File: config.mk
export PLATFORM = sky130hd
export DESIGN_NAME = programmable_time_relay
export DESIGN_NICKNAME = d
export VERILOG_FILES = /design/src/sv/ptr_pkg.sv /design/src/sv/programmable_time_relay.sv
export SDC_FILE = /design/constraint.sdc
export NUM_CORES = 1
export LEC_CHECK = 0
export BUFFER_PORTS_ARGS = -buffer_cell sky130_fd_sc_hd__buf_2
export CAP_MARGIN = 5
export CORE_MARGIN = 5
export CORE_UTILIZATION = 46
export CTS_CLUSTER_DIAMETER = 100
export DETAILED_ROUTE_END_ITERATION = 12
export HOLD_SLACK_MARGIN = 0.12
export PLACE_DENSITY_LB_ADDON = 0.3
export SETUP_SLACK_MARGIN = 0.05
export SKIP_CTS_REPAIR_TIMING = 1
export SKIP_LAST_GASP = 1
export SYNTH_ARGS = -nofsm -noshare
export SYNTH_HDL_FRONTEND = slang
export SYNTH_SLANG_ARGS = --single-unit
File: constraint.sdc
create_clock -name i_clk -period 23.5 [get_ports i_clk]
set_clock_uncertainty 0.1 [all_clocks]
set_input_delay 2.35 -clock i_clk [delete_from_list [all_inputs] [get_ports i_clk]]
set_output_delay 2.35 -clock i_clk [all_outputs]
set_load 0.02 [all_outputs]
File: src/sv/ptr_pkg.sv
// ----------------------------------------------------------------------------
// ptr_pkg
// Shared constants for the programmable time relay: configuration register
// indexes, port and register widths and bit positions inside mode_flags.
// ----------------------------------------------------------------------------
package ptr_pkg;

    // configuration port
    localparam int CFG_IDX_W  = 3;
    localparam int CFG_DATA_W = 32;

    // register indexes
    localparam logic [CFG_IDX_W-1:0] REG_MODE_FLAGS     = 3'd0;
    localparam logic [CFG_IDX_W-1:0] REG_INPUT_PERIOD   = 3'd1;
    localparam logic [CFG_IDX_W-1:0] REG_INPUT_PERIODS  = 3'd2;
    localparam logic [CFG_IDX_W-1:0] REG_DELAY_TICKS    = 3'd3;
    localparam logic [CFG_IDX_W-1:0] REG_ACTIVE_TICKS   = 3'd4;
    localparam logic [CFG_IDX_W-1:0] REG_INACTIVE_TICKS = 3'd5;
    localparam logic [CFG_IDX_W-1:0] REG_PULSE_CYCLES   = 3'd6;

    // register widths
    localparam int MODE_W  = 4;
    localparam int TICKS_W = 32;
    localparam int CNT_W   = 16;

    // mode_flags bit positions
    localparam int MODE_IN_POL    = 0;
    localparam int MODE_IDLE_LVL  = 1;
    localparam int MODE_IN_PULSE  = 2;
    localparam int MODE_OUT_PULSE = 3;

endpackage

File: src/sv/programmable_time_relay.sv
// ----------------------------------------------------------------------------
// programmable_time_relay
// Tick-driven time relay: arm, qualify the trigger input, delay, then hold
// the output active or play a train of active/inactive pulses.
// ----------------------------------------------------------------------------
// Usage:
//   Input channel (i_in_valid / o_in_stall) carries one word per timer tick:
//   the raw trigger level and a start request. Output channel
//   (o_out_valid / i_out_stall) returns one word per tick: relay pin level,
//   armed and running flags after that tick.
//   A word accepted at a clock edge is loaded into the result register at that
//   same edge and is valid on the outputs from the cycle after. One word is
//   taken per cycle while the receiver does not stall; all per-tick work is a
//   handful of counter steps done in a single pass between the state
//   registers and the result register.
//   When the receiver stalls with a result pending, o_in_stall rises in the
//   same cycle, the result holds and no new tick is taken.
//   The user writes configuration through i_cfg_we / i_cfg_idx / i_cfg_data
//   only while the block is idle (not enforced by the block); unknown indexes are ignored.
//   Synchronous reset clears the configuration and relay state registers and
//   empties the result register, whose data fields are not reset.
// ----------------------------------------------------------------------------
module programmable_time_relay #(
    parameter int TIME_BITS  = 32,
    parameter int COUNT_BITS = 16
) (
    input  logic                            i_clk,
    input  logic                            i_rst_n,
    // configuration
    input  logic                            i_cfg_we,
    input  logic [ptr_pkg::CFG_IDX_W-1:0]   i_cfg_idx,
    input  logic [ptr_pkg::CFG_DATA_W-1:0]  i_cfg_data,
    // tick input
    input  logic                            i_in_valid,
    output logic                            o_in_stall,
    input  logic                            i_input_level,
    input  logic                            i_start_req,
    // result output
    output logic                            o_out_valid,
    input  logic                            i_out_stall,
    output logic                            o_relay_level,
    output logic                            o_armed,
    output logic                            o_running
);
    import ptr_pkg::*;

    typedef struct packed {
        logic                  done;
        logic                  busy;
        logic [TIME_BITS-1:0]  left;
    } t_tmr;

    typedef struct packed {
        logic                  done;
        logic                  busy;
        logic [COUNT_BITS-1:0] left;
    } t_cnt;

    // one step of the shared timer; a fresh phase loads its length first
    function automatic t_tmr tmr_step(input logic busy, input logic [TIME_BITS-1:0] left,
                                      input logic [TIME_BITS-1:0] len);
        t_tmr r;
        r.left = busy ? left : len;
        if (r.left != '0) begin
            r.left = r.left - TIME_BITS'(1);
        end
        r.done = (r.left == '0);
        r.busy = !r.done;
        return r;
    endfunction

    // one step of the shared period / cycle counter
    function automatic t_cnt cnt_step(input logic busy, input logic [COUNT_BITS-1:0] left,
                                      input logic [COUNT_BITS-1:0] total);
        t_cnt r;
        r.left = busy ? left : total;
        if (r.left != '0) begin
            r.left = r.left - COUNT_BITS'(1);
        end
        r.done = (r.left == '0);
        r.busy = !r.done;
        return r;
    endfunction

    // configuration registers
    logic [MODE_W-1:0]     r_mode;
    logic [TICKS_W-1:0]    r_in_period;
    logic [CNT_W-1:0]      r_in_periods;
    logic [TICKS_W-1:0]    r_delay;
    logic [TICKS_W-1:0]    r_active;
    logic [TICKS_W-1:0]    r_inactive;
    logic [CNT_W-1:0]      r_cycles;

    // relay state
    logic                  r_armed, n_armed;
    logic                  r_firing, n_firing;
    logic                  r_act_ph, n_act_ph;
    logic                  r_inact_ph, n_inact_ph;
    logic                  r_tmr_busy, n_tmr_busy;
    logic [TIME_BITS-1:0]  r_ticks_left, n_ticks_left;
    logic                  r_cnt_busy, n_cnt_busy;
    logic [COUNT_BITS-1:0] r_periods_left, n_periods_left;
    logic                  r_out_lvl, n_out_lvl;

    // result register
    logic                  r_out_valid;
    logic                  r_res_relay, n_res_relay;
    logic                  r_res_armed;
    logic                  r_res_running;

    logic                  in_accept;

    // handshake: take a tick whenever the result slot is free or drains now
    assign o_in_stall = r_out_valid && i_out_stall;
    assign in_accept  = i_in_valid && !o_in_stall;

    // configuration writes
    always_ff @(posedge i_clk) begin
        if (!i_rst_n) begin
            r_mode       <= '0;
            r_in_period  <= '0;
            r_in_periods <= '0;
            r_delay      <= '0;
            r_active     <= '0;
            r_inactive   <= '0;
            r_cycles     <= '0;
        end else if (i_cfg_we) begin
            case (i_cfg_idx)
                REG_MODE_FLAGS:     r_mode       <= i_cfg_data[MODE_W-1:0];
                REG_INPUT_PERIOD:   r_in_period  <= i_cfg_data[TICKS_W-1:0];
                REG_INPUT_PERIODS:  r_in_periods <= i_cfg_data[CNT_W-1:0];
                REG_DELAY_TICKS:    r_delay      <= i_cfg_data[TICKS_W-1:0];
                REG_ACTIVE_TICKS:   r_active     <= i_cfg_data[TICKS_W-1:0];
                REG_INACTIVE_TICKS: r_inactive   <= i_cfg_data[TICKS_W-1:0];
                REG_PULSE_CYCLES:   r_cycles     <= i_cfg_data[CNT_W-1:0];
                default: ;
            endcase
        end
    end

    // single-pass tick update
    always_comb begin
        logic active;
        logic do_fire;
        t_tmr tr;
        t_cnt cr;

        n_armed        = r_armed;
        n_firing       = r_firing;
        n_act_ph       = r_act_ph;
        n_inact_ph     = r_inact_ph;
        n_tmr_busy     = r_tmr_busy;
        n_ticks_left   = r_ticks_left;
        n_cnt_busy     = r_cnt_busy;
        n_periods_left = r_periods_left;
        n_out_lvl      = r_out_lvl;
        do_fire        = 1'b0;
        active         = (i_input_level == r_mode[MODE_IN_POL]);
        tr             = '0;
        cr             = '0;

        // start arms only an idle relay
        if (i_start_req && !r_armed && !r_firing) begin
            n_armed    = 1'b1;
            n_tmr_busy = 1'b0;
            n_cnt_busy = 1'b0;
        end

        // input qualification
        if (n_armed) begin
            if (!r_mode[MODE_IN_PULSE]) begin
                do_fire = active;
            end else if (active) begin
                if (COUNT_BITS'(r_in_periods) == '0) begin
                    do_fire = 1'b1;
                end else begin
                    tr = tmr_step(n_tmr_busy, n_ticks_left, TIME_BITS'(r_in_period));
                    n_tmr_busy   = tr.busy;
                    n_ticks_left = tr.left;
                    if (tr.done) begin
                        cr = cnt_step(n_cnt_busy, n_periods_left, COUNT_BITS'(r_in_periods));
                        n_cnt_busy     = cr.busy;
                        n_periods_left = cr.left;
                        do_fire        = cr.done;
                    end
                end
            end else if (n_tmr_busy) begin
                // drop mid-period discards the count
                n_tmr_busy = 1'b0;
                n_cnt_busy = 1'b0;
            end
        end

        if (do_fire) begin
            n_armed    = 1'b0;
            n_firing   = 1'b1;
            n_act_ph   = 1'b0;
            n_inact_ph = 1'b0;
            n_tmr_busy = 1'b0;
            n_cnt_busy = 1'b0;
        end

        // delay, then output phases; a phase that ends hands over in the same tick
        if (n_firing) begin
            if (!n_act_ph && !n_inact_ph) begin
                tr = tmr_step(n_tmr_busy, n_ticks_left, TIME_BITS'(r_delay));
                n_tmr_busy   = tr.busy;
                n_ticks_left = tr.left;
                if (tr.done) begin
                    n_out_lvl = 1'b1;
                    if (r_mode[MODE_OUT_PULSE]) begin
                        n_act_ph = 1'b1;
                    end else begin
                        n_firing = 1'b0;
                    end
                end
            end
            if (n_act_ph) begin
                tr = tmr_step(n_tmr_busy, n_ticks_left, TIME_BITS'(r_active));
                n_tmr_busy   = tr.busy;
                n_ticks_left = tr.left;
                if (tr.done) begin
                    n_out_lvl  = 1'b0;
                    n_act_ph   = 1'b0;
                    n_inact_ph = 1'b1;
                end
            end
            if (n_inact_ph) begin
                tr = tmr_step(n_tmr_busy, n_ticks_left, TIME_BITS'(r_inactive));
                n_tmr_busy   = tr.busy;
                n_ticks_left = tr.left;
                if (tr.done) begin
                    n_inact_ph = 1'b0;
                    cr = cnt_step(n_cnt_busy, n_periods_left, COUNT_BITS'(r_cycles));
                    n_cnt_busy     = cr.busy;
                    n_periods_left = cr.left;
                    if (cr.done) begin
                        n_firing  = 1'b0;
                        n_out_lvl = 1'b0;
                    end else begin
                        n_act_ph  = 1'b1;
                        n_out_lvl = 1'b1;
                    end
                end
            end
        end

        n_res_relay = n_out_lvl ^ r_mode[MODE_IDLE_LVL];
    end

    // state update on each accepted tick
    always_ff @(posedge i_clk) begin
        if (!i_rst_n) begin
            r_armed        <= 1'b0;
            r_firing       <= 1'b0;
            r_act_ph       <= 1'b0;
            r_inact_ph     <= 1'b0;
            r_tmr_busy     <= 1'b0;
            r_ticks_left   <= '0;
            r_cnt_busy     <= 1'b0;
            r_periods_left <= '0;
            r_out_lvl      <= 1'b0;
        end else if (in_accept) begin
            r_armed        <= n_armed;
            r_firing       <= n_firing;
            r_act_ph       <= n_act_ph;
            r_inact_ph     <= n_inact_ph;
            r_tmr_busy     <= n_tmr_busy;
            r_ticks_left   <= n_ticks_left;
            r_cnt_busy     <= n_cnt_busy;
            r_periods_left <= n_periods_left;
            r_out_lvl      <= n_out_lvl;
        end
    end

    // result register
    always_ff @(posedge i_clk) begin
        if (!i_rst_n) begin
            r_out_valid <= 1'b0;
        end else if (in_accept) begin
            r_out_valid <= 1'b1;
        end else if (!i_out_stall) begin
            r_out_valid <= 1'b0;
        end
    end

    always_ff @(posedge i_clk) begin
        if (in_accept) begin
            r_res_relay   <= n_res_relay;
            r_res_armed   <= n_armed;
            r_res_running <= n_firing;
        end
    end

    assign o_out_valid   = r_out_valid;
    assign o_relay_level = r_res_relay;
    assign o_armed       = r_res_armed;
    assign o_running     = r_res_running;

    // armed and running are exclusive
    a_armed_xor_run: assert property (@(posedge i_clk) disable iff (!i_rst_n)
        !(r_armed && r_firing))
        else $error("relay armed and running at once");

    // output phases exist only while running
    a_phase_in_run: assert property (@(posedge i_clk) disable iff (!i_rst_n)
        (r_act_ph || r_inact_ph) |-> r_firing)
        else $error("output phase outside of run");

    // never both output phases
    a_phase_excl: assert property (@(posedge i_clk) disable iff (!i_rst_n)
        !(r_act_ph && r_inact_ph))
        else $error("active and inactive phase together");

    // an accepted tick always yields a result next cycle
    a_result_follows: assert property (@(posedge i_clk) disable iff (!i_rst_n)
        in_accept |=> r_out_valid)
        else $error("accepted tick produced no result");

    // result word mirrors the state it was taken from
    a_result_state: assert property (@(posedge i_clk) disable iff (!i_rst_n)
        in_accept |=> (r_res_armed == r_armed) && (r_res_running == r_firing))
        else $error("result flags disagree with relay state");

endmodule
; Word-level counts from Yosys, hierarchy flattened
; Index checks and enable logic that the tools add are counted.
; W data, S select, Z words.
[op_classes]
addsub = 6
n_mul = 0
div = 0
n_lt_le_gt_ge = 0
n_eq_ne = 8
shifts = 0
muxes = 114
bitwise_logic = 1
reduce_logical = 37
[op_table]
columns = operator, n
row1 = $mux W32, 28
row2 = $mux W16, 20
row3 = $logic_not A32 Y1, 4
row4 = $reduce_bool A32 Y1, 4
row5 = $sub A32 B1 Y32 const B, 4
row6 = $mux W1, 66
row7 = $logic_not A16 Y1, 3
row8 = $reduce_bool A16 Y1, 2
row9 = $sub A16 B1 Y16 const B, 2
row10 = $reduce_and A2 Y1, 7
row11 = $logic_not A1 Y1, 11
row12 = $eq A3 B3 Y1 const B, 3
row13 = $eq A3 B2 Y1 const B, 2
row14 = $logic_and A1 B1 Y1, 5
row15 = $eq A3 B1 Y1 const B, 1
row16 = $logic_not A3 Y1, 1
row17 = $ne A2 B1 Y1 const B, 1
row18 = $eq A1 B1 Y1, 1
row19 = $xor A1 B1 Y1, 1
[word_totals]
ff_bits = 223
latchBits = 0
ram_bits = 0
rom_bits = 0
inputBits = 42
word_cells = 186
memories = 0

; Depth between registers and ports, before layout
[depth]
word_depth = 57
depth_mapped = 80
ltp_nobuf = 59

; Worst setup path after synthesis
; No wires, ideal clock.
[synth_path]
kind = input-to-reg
startpoint = input port i_start_req
endpoint = register r_out_lvl
setup_ps = 70
arrival_ps = 17940
setup_slack_ps = 5390
cell_stages = 73
path_buffers = 17
path_cell_list = nor3b_2 -> nor2_1 -> buf_2 -> buf_2 -> buf_1 -> mux2i_1 -> ha_1 -> clkbuf_1 -> nand4_1 -> o21ai_1 -> or4_1 -> a21o_1 -> a211o_1 -> nor4b_1 -> o211a_1 -> buf_4 -> nor2_1 -> buf_2 -> (+37 left out) -> and3_2 -> buf_4 -> nor3_1 -> a21oi_1 -> ha_1 -> nand4b_1 -> or3_1 -> or4_1 -> a211oi_2 -> a21oi_2 -> a31o_1 -> or3_1 -> nor4_1 -> and4_1 -> nand4_4 -> nor3_2 -> mux2_1 -> a21oi_1
[synth_via]
elab_chain_len = 45
word_cells_on_any_way = 112
classes_between = 6 x add/sub / 85 x mux / 21 x reduce/logical
[synth_rtl]
columns = item, line_no
row1 = "start, declared", programmable_time_relay.sv:37  ; input logic i_start_req,
row2 = $logic_and A1 B1 Y1 (*) (2 in a row), programmable_time_relay.sv:163  ; if (i_start_req && !r_armed && !r_firing) begin
row3 = "parallel branches: the longest is 42 deep, another holds $sub A32 B1 Y32", -
row4 = $mux W1 (*), programmable_time_relay.sv:204  ; if (n_firing) begin
row5 = "end signal, assigned", programmable_time_relay.sv:272  ; r_out_lvl <= n_out_lvl;
row6 = "end, declared", programmable_time_relay.sv:103  ; logic r_out_lvl, n_out_lvl;
; Every way passes the cells marked *. The select of a mux whose other input is x is not followed.
; A chain may end at the register's enable or synchronous reset.

; Worst setup path after layout
[layout_path]
startpoint = input port i_start_req
endpoint = register r_periods_left[2]
[layout_via]
elab_chain_len = 45
word_cells_on_any_way = 106
classes_between = 6 x add/sub / 80 x mux / 20 x reduce/logical
[layout_rtl]
columns = item, line_no
row1 = $logic_and A1 B1 Y1 (*) (2 in a row), programmable_time_relay.sv:163
row2 = "parallel branches: the longest is 42 deep, another holds $sub A32 B1 Y32", -
row3 = $mux W16 (*), programmable_time_relay.sv:204
row4 = "end signal, assigned", programmable_time_relay.sv:271  ; r_periods_left <= n_periods_left;
row5 = "end, declared", programmable_time_relay.sv:102  ; logic [COUNT_BITS-1:0] r_periods_left, n_periods_left;
; Marks and branches as above.

==> out/metrics.cfg <==
[grt]
grt_use_met2_pct = 56.10
grt_use_total_pct = 40.44
grt_pass1_wl_um = 172700
antenna_found_initial = 9
globalRouteMet3Util_pct = 13.07
grt_pass1_vias = 24760
use_met1_pct = 56.33
grt_start_max_net_pins = 115
grt-ovfl-total = 0
grt.busiest_layer = met1

[synthesis]
yosysWarnings = 0
async_flop_share_pct = 0
ys.flop_type = dfxtp_1
synth.net_count = 3437
synth-seq-area-share_pct = 19.29
ys_types = 128
post_synth.cell_area_avg_um2 = 6.886
netlist_instances = 3384
synth_edf_count = 3
synth_seq_cells = 223
syn-cell-area_um2 = 23300

[clocking]
clk_pin_slew_worst_paths_ns = 0.06
htree_levels = 1
cts.path.max_buffers = 3
clock_latency_ns = 0.60
cts_made_buffers = 28
cts_tree = yes
cts.sink_count = 223
cts-root-buf = clkbuf_16

[floorplanning]
rows = 82
initial_core_util_pct = 46.45
die_width_um = 235.1
fp.coreArea_um2 = 50170
die_h_um = 235.1
ioPinCount = 47
fp.dieArea_um2 = 55260

[critical_path]
crit_slowest_cell = nor4b_1
endpoint = r_periods_left[2]
required_ns = 23.93
timing.rr.end = r_periods_left[2]
cp.depth = 56
critPathTopFamily = simple AND/OR/NAND/NOR gates
critical_path_class = input port to flop
r2r-start = r_firing
arrival_ns = 20.17
cp_max_fo = 36
cp-end-kind = flop
crit_start = i_start_req
startpoint_type = input port
cp_num_buf_inv = 8
cp_slowest_stage_delay_ns = 1.02
ff2ff_path_depth = 55
regToRegSetupSlack_ns = 4.96

[drt]
drtIter0Drc = 4516
drtPass1Iterations = 6
wl_per_cell_um = 30.01
via_per_inst = 7.078
vias = 28280
finalWirelength_um = 119900
post-route-drc-count = 0
ant_nets = 0

[sta]
finalMaxSlewViolations = 0
tns_ns = 0
clock.fmax_ghz = 0.05065
slew_headroom_pct = 16.38
hold_viol_final = 0
post-route-period-util_pct = 84.02
rsz0062_at_grt = false
tightest_slew_ns = 1.250
setup_viol = 0
layout_min_cycle_time_ns = 19.75
hold_ws_ns = 0.3555

[pwr]
powerDensity_nw_per_um2 = 74.33
p_leak_nw = 8.934
vdd_drop_max_uv = 61.86
finalPower_w = 0.001856

[placement]
hpwl_um = 88240
placed_area_um2 = 23990
port_buffers = 46
placedCellCount = 3940
gp_congestion = 1.073

[finish]
fin_area_um2 = 24970
finalNetCount = 3351
syn_to_final_growth_pct = 7.168
stdcell_count = 3996
drive_gt1_share_pct = 9.277

[run]
max-cap-violations = 0

[min_path]
hp-class = flop to flop

[outcome]
status = finished, final reports clean

## flip-flops by register name (all words and copies together) (netlist names)
register	flops
r_in_period	32
r_act_ph	1
r_armed	1
r_cnt_busy	1
r_ticks_left	32
o_out_valid	1
r_mode	4
r_periods_left	16
r_tmr_busy	1
r_firing	1
r_delay	32
r_inactive	32
r_in_periods	16
r_cycles	16
o_running	1
o_relay_level	1
r_inact_ph	1
r_out_lvl	1
r_active	32
o_armed	1
## worst min-delay path, cell delays in order (launching register included)
cell and delay, ns:
dfxtp_1 0.31, nand2_1 0.05, a21oi_1 0.05
## cell usage after synthesis, drive strengths merged, types with 12 or more instances
cell type	number	area, µm²
o221ai	12	117.6
a21oi	324	1637
nor2	291	1121
mux2	30	341.6
or3	61	386.6
nor4	71	533.0
o211ai	59	447.9
nand2b	21	131.4
nor4b	12	126.4
buf	78	461.7
or2	21	131.4
inv	29	108.9
nand4	56	371.6
nor2b	15	93.84
o2111ai	23	201.4
nand3b	18	135.1
a22oi	17	141.4
a311oi	17	148.9
and3	35	220.2
o22ai	25	162.6
clkbuf	165	619.3
and4	16	140.1
xor2	49	429.2
a31oi	27	168.9
o31ai	33	252.7
xnor2	60	525.5
and2	25	158.9
nor3b	21	162.6
or4	59	465.4
mux2i	152	1521
a32oi	12	105.1
nand2	571	2146
a21o	28	212.7
nand4b	16	140.1
a221oi	14	152.7
a211oi	53	402.9
dfxtp	220	4404
o21ai	194	985.9
o21a	19	142.6
nand3	108	545.5
nor3	139	716.9
## layout by cell type (no fill, tap or decap), types with 53 or more instances in the layout
cell type	synthesis	routed
or3_1	60	60
nand3_1	107	106
o21ai_0	165	163
o211ai_1	58	58
nor3_1	136	135
mux2i_1	152	152
buf_4	9	81
dfxtp_1	220	220
nor4_1	61	61
nand2_1	570	568
a21oi_1	320	318
xnor2_1	60	60
or4_1	53	53
nor2_1	287	281
nand4_1	54	54
## routing by layer
layer | vias up | share of wire (%) | wire length, µm
li1 | 12530 | - | -
met5 | - | 0.11 | 129
met2 | 2077 | 39 | 47250
met3 | 378 | 14 | 17110
met1 | 13280 | 40 | 48070
met4 | 16 | 6.1 | 7374
## cell type report
cell class,instances,area [µm²]
inverters,30,117.6
diodes,4,10.01
flip-flops and latches,223,4494
multi-input cells,2888,17700
fillers,5171,25200
clock buffers,39,782.0
well taps,672,840.8
clock inverters,13,187.7
repair buffers,127,838.3
## stage by stage
stage	utilization (%)	setup WS [ns]
after floorplan	-	5.390
after detailed placement	47.82	3.762
after global routing	49.76	2.551
after global placement	47.82	4.090
final	49.78	3.755
after CTS	49.76	4.319
## kinds of logic (layout without fill, tap and decap cells)
| logic type | count (synthesis) | in the layout | share of synthesized area (%) |
|---|---|---|---|
| multiplexers | 182 | 182 | 7.995 |
| flip-flops | 223 | 223 | 19.29 |
| AND/OR/NAND/NOR | 1580 | 1580 | 34.18 |
| XOR/XNOR | 109 | 109 | 4.097 |
| adder cells (fa/ha/maj) | 11 | 11 | 0.5906 |
| other | 0 | 4 | 0 |
| buffers and inverters | 273 | 209 | 5.122 |
| AO/OA/AOI/OAI | 1006 | 1006 | 28.73 |
## how the worst min path moves through the flow
stage	slack, ns	end	cells after the start	start
CTS	0.36	r_cycles[9]	2	r_cycles[9]
global route	0.38	r_cycles[15]	2	r_cycles[15]
global placement	0.34	r_cycles[10]	2	r_cycles[10]
detailed placement	0.35	r_cycles[9]	2	r_cycles[9]
finish	0.36	r_cycles[15]	2	r_cycles[15]
floorplan	0.34	r_cycles[0]	2	r_cycles[0]
## where the power goes
part,internal (W),total [W],switching [W],leakage [nW]
Combinational,0.000306,0.000978,0.000672,6.65
Sequential,0.000392,0.000419,0.0000270,1.82
Clock,0.000268,0.000459,0.000191,0.470
Power figures use the tool's default switching activity.
